File: config.mk
export PLATFORM = sky130hd
export DESIGN_NAME = morse_code_element_encoder_core
export DESIGN_NICKNAME = d
export VERILOG_FILES = /design/src/hdl/mcee_pkg.sv /design/src/hdl/mcee_cfg_mem.sv /design/src/hdl/morse_code_element_encoder_core.sv
export SDC_FILE = /design/constraint.sdc
export NUM_CORES = 1
export LEC_CHECK = 0
export BUFFER_PORTS_ARGS = -buffer_cell sky130_fd_sc_hd__buf_2
export CAP_MARGIN = 5
export CORE_MARGIN = 2
export CORE_UTILIZATION = 55
export DETAILED_ROUTE_END_ITERATION = 6
export PLACE_DENSITY = 0.76
export SETUP_SLACK_MARGIN = 0.3
export SLEW_MARGIN = 20
export SYNTH_ARGS = -nofsm -noshare
export SYNTH_HDL_FRONTEND = slang
export SYNTH_SLANG_ARGS = --single-unit
File: constraint.sdc
create_clock -name i_clk -period 4 [get_ports i_clk]
set_input_delay 0.2 -clock i_clk [delete_from_list [all_inputs] [get_ports i_clk]]
set_output_delay 0.2 -clock i_clk [all_outputs]
set_load 0.1 [all_outputs]
File: src/hdl/mcee_pkg.sv
`default_nettype none

package mcee_pkg;

    localparam int unsigned CFG_COUNT = 5;
    localparam int unsigned TICK_W    = 32;
    localparam int unsigned CHAR_W    = 8;
    localparam int unsigned PAT_W     = 6;
    localparam int unsigned LEN_W     = 3;

    typedef logic [2:0]        t_cfg_addr;
    typedef logic [TICK_W-1:0] t_ticks;
    typedef logic [CHAR_W-1:0] t_char;

    localparam t_cfg_addr CFG_DOT_ON    = 3'd0;
    localparam t_cfg_addr CFG_DASH_ON   = 3'd1;
    localparam t_cfg_addr CFG_ELEM_GAP  = 3'd2;
    localparam t_cfg_addr CFG_CHAR_GAP  = 3'd3;
    localparam t_cfg_addr CFG_WORD_GAP  = 3'd4;

    localparam t_char CH_SPACE  = 8'h20;
    localparam t_char CH_PERIOD = 8'h2E;
    localparam t_char CH_R      = 8'h52;
    localparam t_char CASE_MASK = 8'hDF;

    // element read request towards the register store
    typedef struct packed {
        logic      en;
        logic      on_zero;
        t_cfg_addr on_addr;
        t_cfg_addr off_addr;
    } t_rd_req;

    typedef struct packed {
        logic             known;
        logic [PAT_W-1:0] bits;   // first element in the top bit, 1 = dash
        logic [LEN_W-1:0] len;
    } t_sym;

    function automatic t_ticks cfg_reset_value(input t_cfg_addr a);
        t_ticks v;
        case (a)
            CFG_DOT_ON:   v = 32'd31000000;
            CFG_DASH_ON:  v = 32'd124000000;
            CFG_ELEM_GAP: v = 32'd40300000;
            CFG_CHAR_GAP: v = 32'd130200000;
            CFG_WORD_GAP: v = 32'd322400000;
            default:      v = '0;
        endcase
        return v;
    endfunction

    function automatic t_sym sym_lookup(input t_char c);
        logic [7:0]       b;
        logic [LEN_W-1:0] n;
        t_sym             s;
        b = 8'h00;
        n = 3'd0;
        case (c)
            8'h41: begin b = 8'h40; n = 3'd2; end
            8'h42: begin b = 8'h80; n = 3'd4; end
            8'h43: begin b = 8'hA0; n = 3'd4; end
            8'h44: begin b = 8'h80; n = 3'd3; end
            8'h45: begin b = 8'h00; n = 3'd1; end
            8'h46: begin b = 8'h20; n = 3'd4; end
            8'h47: begin b = 8'hC0; n = 3'd3; end
            8'h48: begin b = 8'h00; n = 3'd4; end
            8'h49: begin b = 8'h00; n = 3'd2; end
            8'h4A: begin b = 8'h70; n = 3'd4; end
            8'h4B: begin b = 8'hA0; n = 3'd3; end
            8'h4C: begin b = 8'h40; n = 3'd4; end
            8'h4D: begin b = 8'hC0; n = 3'd2; end
            8'h4E: begin b = 8'h80; n = 3'd2; end
            8'h4F: begin b = 8'hE0; n = 3'd3; end
            8'h50: begin b = 8'h60; n = 3'd4; end
            8'h51: begin b = 8'hD0; n = 3'd4; end
            8'h52: begin b = 8'h40; n = 3'd3; end
            8'h53: begin b = 8'h00; n = 3'd3; end
            8'h54: begin b = 8'h80; n = 3'd1; end
            8'h55: begin b = 8'h20; n = 3'd3; end
            8'h56: begin b = 8'h10; n = 3'd4; end
            8'h57: begin b = 8'h60; n = 3'd3; end
            8'h58: begin b = 8'h90; n = 3'd4; end
            8'h59: begin b = 8'hB0; n = 3'd4; end
            8'h5A: begin b = 8'hC0; n = 3'd4; end
            8'h30: begin b = 8'hF8; n = 3'd5; end
            8'h31: begin b = 8'h78; n = 3'd5; end
            8'h32: begin b = 8'h38; n = 3'd5; end
            8'h33: begin b = 8'h18; n = 3'd5; end
            8'h34: begin b = 8'h08; n = 3'd5; end
            8'h35: begin b = 8'h00; n = 3'd5; end
            8'h36: begin b = 8'h80; n = 3'd5; end
            8'h37: begin b = 8'hC0; n = 3'd5; end
            8'h38: begin b = 8'hE0; n = 3'd5; end
            8'h39: begin b = 8'hF0; n = 3'd5; end
            8'h2E: begin b = 8'h54; n = 3'd6; end
            8'h2C: begin b = 8'hCC; n = 3'd6; end
            8'h3F: begin b = 8'h30; n = 3'd6; end
            8'h2D: begin b = 8'h88; n = 3'd5; end
            8'h40: begin b = 8'h68; n = 3'd6; end
            8'h5F: begin b = 8'h34; n = 3'd6; end
            8'h2B: begin b = 8'h50; n = 3'd5; end
            8'h3B: begin b = 8'hA8; n = 3'd6; end
            8'h26: begin b = 8'h40; n = 3'd5; end
            8'h2F: begin b = 8'h90; n = 3'd5; end
            8'h28: begin b = 8'hB0; n = 3'd5; end
            8'h29: begin b = 8'hB4; n = 3'd6; end
            default: begin b = 8'h00; n = 3'd0; end
        endcase
        s.known = (n != 3'd0);
        s.bits  = b[7:8-PAT_W];
        s.len   = n;
        return s;
    endfunction

endpackage

`default_nettype wire

File: src/hdl/mcee_cfg_mem.sv
`default_nettype none

module mcee_cfg_mem (
    input  wire logic               i_clk,
    input  wire logic               i_rst_n,
    input  wire logic               i_wr_en,
    input  wire mcee_pkg::t_cfg_addr i_wr_addr,
    input  wire mcee_pkg::t_ticks   i_wr_data,
    input  wire mcee_pkg::t_rd_req  i_rd,
    output logic                    o_rd_valid,
    output mcee_pkg::t_ticks        o_on,
    output mcee_pkg::t_ticks        o_off
);
    import mcee_pkg::*;

    t_ticks               r_mem [CFG_COUNT];
    logic [CFG_COUNT-1:0] r_vld;
    t_ticks               r_on;
    t_ticks               r_off;
    logic                 r_rd_valid;
    t_ticks               n_on;
    t_ticks               n_off;

    // unwritten entries read as their reset value
    always_comb begin
        n_on  = r_vld[i_rd.on_addr]  ? r_mem[i_rd.on_addr]  : cfg_reset_value(i_rd.on_addr);
        n_off = r_vld[i_rd.off_addr] ? r_mem[i_rd.off_addr] : cfg_reset_value(i_rd.off_addr);
        if (i_rd.on_zero) begin
            n_on = '0;
        end
    end

    always_ff @(posedge i_clk) begin
        if (!i_rst_n) begin
            r_vld      <= '0;
            r_rd_valid <= 1'b0;
        end else begin
            r_rd_valid <= i_rd.en;
            if (i_wr_en && (i_wr_addr < t_cfg_addr'(CFG_COUNT))) begin
                r_vld[i_wr_addr] <= 1'b1;
            end
        end
    end

    always_ff @(posedge i_clk) begin
        if (i_wr_en && (i_wr_addr < t_cfg_addr'(CFG_COUNT))) begin
            r_mem[i_wr_addr] <= i_wr_data;
        end
        if (i_rd.en) begin
            r_on  <= n_on;
            r_off <= n_off;
        end
    end

    assign o_rd_valid = r_rd_valid;
    assign o_on       = r_on;
    assign o_off      = r_off;

endmodule

`default_nettype wire

File: src/hdl/morse_code_element_encoder_core.sv
`default_nettype none

// Channel   Dir  Handshake                     Payload
// s_axis    in   s_axis_tvalid/s_axis_tready   tdata[7:0] character, tuser string_start
// m_axis    out  m_axis_tvalid/m_axis_tready   tdata[31:0] on, [63:32] off, tlast last
// cfg       in   i_cfg_valid/o_cfg_ready       i_cfg_index, i_cfg_data (32 bit)
//
// An item is taken while idle, then one element per cycle while the output is free:
// len + 1 elements per symbol (up to 7), one for a space, none for an unknown character.
// Element ticks are read from the register store, one read per element.
// Reset clears the sequencer, previous character and register-store valid bits.
// A stalled output holds its element; the sequencer waits on it.

module morse_code_element_encoder_core (
    input  wire logic                 i_clk,
    input  wire logic                 i_rst_n,
    input  wire logic                 s_axis_tvalid,
    output logic                      s_axis_tready,
    input  wire logic [7:0]           s_axis_tdata,   // [7:0] character
    input  wire logic                 s_axis_tuser,   // [0] string_start
    output logic                      m_axis_tvalid,
    input  wire logic                 m_axis_tready,
    output logic [63:0]               m_axis_tdata,   // [31:0] on_ticks, [63:32] off_ticks
    output logic                      m_axis_tlast,   // last
    input  wire logic                 i_cfg_valid,
    output logic                      o_cfg_ready,
    input  wire mcee_pkg::t_cfg_addr  i_cfg_index,
    input  wire mcee_pkg::t_ticks     i_cfg_data
);
    import mcee_pkg::*;

    typedef enum logic [0:0] {
        S_IDLE,
        S_EMIT
    } t_state;

    t_state           r_state;
    t_char            r_prev;
    logic [PAT_W-1:0] r_bits;
    logic [LEN_W-1:0] r_cnt;
    logic             r_space;
    logic             r_ovalid;
    logic             r_olast;

    t_char   n_prev_eff;
    t_char   n_ch;
    t_sym    n_sym;
    logic    in_acc;
    logic    out_free;
    logic    issue;
    logic    issue_last;
    t_rd_req rd;
    logic    rd_valid;
    t_ticks  rd_on;
    t_ticks  rd_off;

    assign s_axis_tready = (r_state == S_IDLE);
    assign in_acc        = s_axis_tvalid && s_axis_tready;
    assign out_free      = !r_ovalid || m_axis_tready;
    assign issue         = (r_state == S_EMIT) && out_free;
    assign issue_last    = r_space || (r_cnt == '0);
    assign o_cfg_ready   = 1'b1;

    always_comb begin
        n_prev_eff = s_axis_tuser ? '0 : r_prev;
        n_ch       = s_axis_tdata;
        if ((n_ch == CH_PERIOD) && (n_prev_eff inside {[8'h30:8'h39]})) begin
            n_ch = CH_R;
        end
        if (n_ch inside {[8'h61:8'h7A]}) begin
            n_ch = n_ch & CASE_MASK;
        end
        n_sym = sym_lookup(n_ch);
    end

    always_comb begin
        rd.en       = issue;
        rd.on_zero  = issue_last;
        rd.on_addr  = r_bits[PAT_W-1] ? CFG_DASH_ON : CFG_DOT_ON;
        rd.off_addr = r_space ? CFG_WORD_GAP : ((r_cnt == '0) ? CFG_CHAR_GAP : CFG_ELEM_GAP);
    end

    mcee_cfg_mem u_cfg_mem (
        .i_clk      (i_clk),
        .i_rst_n    (i_rst_n),
        .i_wr_en    (i_cfg_valid && o_cfg_ready),
        .i_wr_addr  (i_cfg_index),
        .i_wr_data  (i_cfg_data),
        .i_rd       (rd),
        .o_rd_valid (rd_valid),
        .o_on       (rd_on),
        .o_off      (rd_off)
    );

    always_ff @(posedge i_clk) begin
        if (!i_rst_n) begin
            r_state  <= S_IDLE;
            r_prev   <= '0;
            r_bits   <= '0;
            r_cnt    <= '0;
            r_space  <= 1'b0;
            r_ovalid <= 1'b0;
            r_olast  <= 1'b0;
        end else begin
            if (issue) begin
                r_ovalid <= 1'b1;
                r_olast  <= issue_last;
            end else if (m_axis_tready) begin
                r_ovalid <= 1'b0;
            end
            case (r_state)
                S_IDLE: begin
                    if (in_acc) begin
                        if (s_axis_tdata == CH_SPACE) begin
                            r_prev  <= n_prev_eff;
                            r_space <= 1'b1;
                            r_state <= S_EMIT;
                        end else begin
                            r_prev  <= n_ch;
                            r_space <= 1'b0;
                            r_bits  <= n_sym.bits;
                            r_cnt   <= n_sym.len;
                            if (n_sym.known) begin
                                r_state <= S_EMIT;
                            end
                        end
                    end
                end
                S_EMIT: begin
                    if (issue) begin
                        if (issue_last) begin
                            r_state <= S_IDLE;
                        end else begin
                            r_cnt  <= r_cnt - 1'b1;
                            r_bits <= {r_bits[PAT_W-2:0], 1'b0};
                        end
                    end
                end
                default: begin
                    r_state <= S_IDLE;
                end
            endcase
        end
    end

    assign m_axis_tvalid = r_ovalid;
    assign m_axis_tlast  = r_olast;
    assign m_axis_tdata  = {rd_off, rd_on};

    a_last_is_gap: assert property (@(posedge i_clk) disable iff (!i_rst_n)
        (m_axis_tvalid && m_axis_tlast) |-> (m_axis_tdata[31:0] == '0))
        else $error("final element carries an on time");

    a_mid_elem_busy: assert property (@(posedge i_clk) disable iff (!i_rst_n)
        (m_axis_tvalid && !m_axis_tlast) |-> (r_state == S_EMIT))
        else $error("symbol left unfinished");

    a_fresh_read: assert property (@(posedge i_clk) disable iff (!i_rst_n)
        rd_valid |-> m_axis_tvalid)
        else $error("element read without output");

endmodule

`default_nettype wire
==> out/qor.txt <==
chip height = 139 um
TritonCTS clock tree = yes
CP Max Fanout = 16
Critical Path Start Type = flip-flop
fraction of power consumed by combinational cells = 0.112
clock sink count = 249
DRC viols = 0
Final nets = 974
largest family of logic cells by synthesized area = compound AO/OA/AOI/OAI gates
FF+latch area = 7230 um2
static leakage = 0.00426 uW
Total GRT Usage = 0.240
Slowest-stage cell, CP = nand2_1
# hold bufs at CTS = 34
setup TNS = 0 ps
Placer Congestion = 0.947
Multi-input gate area = 2660 um2
maxcap violations = 0
beginning of the worst hold path = s_axis_tdata[6]
htree depth = 1
Post-CTS Resized = 0
status = finished clean
relative slew slack = 0.293
global route overflow = 0
Async SR Flop Fraction = 0
CP Class = flip-flop to flip-flop
initial DRC count = 741
FP Rows = 49
crit path cell chain = inv_1 -> ha_1 -> nor2b_4 -> nor2_1 -> a211o_1 -> nand2_1 -> a21oi_1 -> o22a_1
vias in the first global route = 6869
final slew viol count = 0
core area = 18000 um2
Power Total = 6120 uW
crit share post-route = 0.676
Clock Power Share = 0.402
class of the tightest hold or removal check = input port to flip-flop
clock slew at reported path FFs = 60 ps
Crit path largest cell delay = 570 ps
CTS buffer count = 25
post-CTS setup buffer count = 0
Layout fillers = 1281
Post-Synth Simple-Gate Area = 0.112
delay-heaviest family, CP = simple AND/OR/NAND/NOR gates
Sw Share = 0.249
post-route ant nets = 0
Worst Path Arrival = 2970 ps
Worst Max-Slew Pin Slew = 1060 ps
initial antenna violation count = 0
Synth cell types = 64
sequential share of the synthesized area = 0.716
Synth Area in XOR/XNOR = 0
num ports = 117
Synth Flop Type = edfxtp_1
P_int = 4600 uW
multiplexer share of the synthesized area = 0.0203
crit path from = r_cnt[0]
final setup violation count = 0
minimum clock period = 2700 ps
P per Cell Area = 506 nW/um2
synthesized flop and latch total = 249
DR vias = 6893
first-pass GRT wire length = 36800 um
maximum clock frequency = 370 MHz
PortBufs = 115
number of synthesized flops with an enable pin = 224
Die W = 139 um
Hold Fails Final Rpt = 0
layout cells sized above 1 = 0.199
ant diodes = 0
post-synthesis compound-gate area fraction = 0.114
Post-Synth Adder-Cell Area = 0.0124
CP required = 4260 ps
synth warn = 0
register share of total power = 0.486
Cell Area, Synth = 10100 um2
endpoint class of the critical path = flip-flop
clk_lat worst skew = 530 ps
Cells after Synth = 773
pin count of the biggest net entering global routing = 38
Clock Path Buffers = 3
WL per Instance = 20.1 um
total nets after synthesis = 832
Final Skew = 17.0 ps
dpl hpwl = 14400 um
die footprint = 19400 um2
vias per inst = 5.93
VDD IR-drop max = 0.000431 V
Initial Util = 0.562
final wirelength = 23400 um
Psw = 1530 uW
RR Startpoint = r_cnt[0]
syn avg cell area = 13.1 um2
RSZ-0062 raised after global routing = false
CTS root buffer = clkbuf_16
Detailed Routing Iterations Pass 1 = 5
Layout area overhead = 19.9%
worst path bufs/invs = 1
==> per-layer routing <==
metal | global-route usage | vias up | wire length (um)
li1 | - | 3168 | -
met5 | 0 | - | 0
met2 | 0.399 | 330 | 11400
met1 | 0.332 | 3342 | 9590
met4 | 0.0728 | 0 | 641
met3 | 0.0392 | 53 | 1750
==> area by class of cell <==
class                      instances  share of cell area
clock buffer                      25              0.0517
multi-input combinational        465               0.220
clock inverter                    21              0.0207
sequential                       249               0.597
tap                              229              0.0237
inverter                          14             0.00434
timing repair buffer             160              0.0825
==> kinds of logic (layout without fill, tap and decap cells) <==
logic type,after synthesis,in the layout
AOI/OAI and AO/OA,185,185
buffers and inverters,59,220
muxes,18,18
DFF,249,249
other,1,1
and+or+nand+nor,251,251
adders and majority gates,10,10
==> synthesized netlist by cell type (6+ instances only) <==
master / n / area [um2]
nand2b_1: 10 / 62.6
nand2_1: 102 / 383
a211oi_1: 9 / 67.6
a21oi_1: 64 / 320
nor3_1: 12 / 60.1
dfxtp_1: 25 / 500
o21ai_0: 35 / 175
a31oi_1: 8 / 50.1
ha_1: 10 / 125
nand3_1: 19 / 95.1
nor2b_1: 7 / 43.8
inv_1: 10 / 37.5
mux2i_1: 16 / 160
clkbuf_1: 35 / 131
and2_1: 6 / 37.5
nor2_1: 75 / 282
o21ai_1: 10 / 50.1
edfxtp_1: 224 / 6730
==> cell usage in the layout, fill, tap and decap left out, types with 6 or more instances in the layout <==
cell           count
a211oi_1           9
nand2b_1          10
inv_1             10
o21ai_1           10
nand2_1          102
nor2_1            73
ha_1              10
mux2i_1           16
buf_2            115
a31oi_1            8
nor3_1            10
clkinv_1           6
dfxtp_1           24
dlygate4sd3_1     34
clkbuf_16         25
nor2b_1            6
edfxtp_1         224
o21ai_0           35
a21oi_1           64
buf_4             11
nand3_1           19
==> worst min-delay path, stage by stage <==
cell and delay, ps:
buf_2 150, o21ai_1 140, a21oi_1 70
==> worst paths after layout <==
path              slack [ps]  cells past startpoint                  end
setup / recovery        1300                      8  u_cfg_mem.o_off[28]
hold / removal            90                      3            r_prev[6]
hold reg to reg          460                      2            r_bits[0]
setup reg to reg        1300                      8  u_cfg_mem.o_off[28]
==> power groups by stage <==
stage / combinational (uW) / clock [uW] / sequential, uW
6_report: 688 / 2460 / 2980
5_1_grt: 742 / 2580 / 2980
4_1_cts: 684 / 2470 / 2980
3_5_place_dp: 652 / 0 / 3030
3_3_place_gp: 645 / 0 / 3030
2_1_floorplan: 295 / 0 / 3210
==> per-stage QoR <==
stage	std cells	hold slack [ps]	cell area (um2)	utilization	setup WS [ps]
final	1163	90.6	12100	0.674	1300
after global routing	1163	119	12100	0.674	1100
after CTS	1163	73.7	12100	0.674	1350
after detailed placement	1083	438	10900	0.606	1380
after global placement	1083	429	10900	0.606	1400
after floorplan	773	299	10100	-	629
==> sequential cells by signal (all words and copies together), names as in the netlist <==
signal,cells
r_space,1
r_prev,7
u_cfg_mem.o_off,32
m_axis_tvalid,1
r_cnt,3
u_cfg_mem.r_vld,5
u_cfg_mem.o_on,32
u_cfg_mem.r_mem,160
m_axis_tlast,1
r_state,1
r_bits,6
Note: power is estimated with default switching activity, not from simulation.
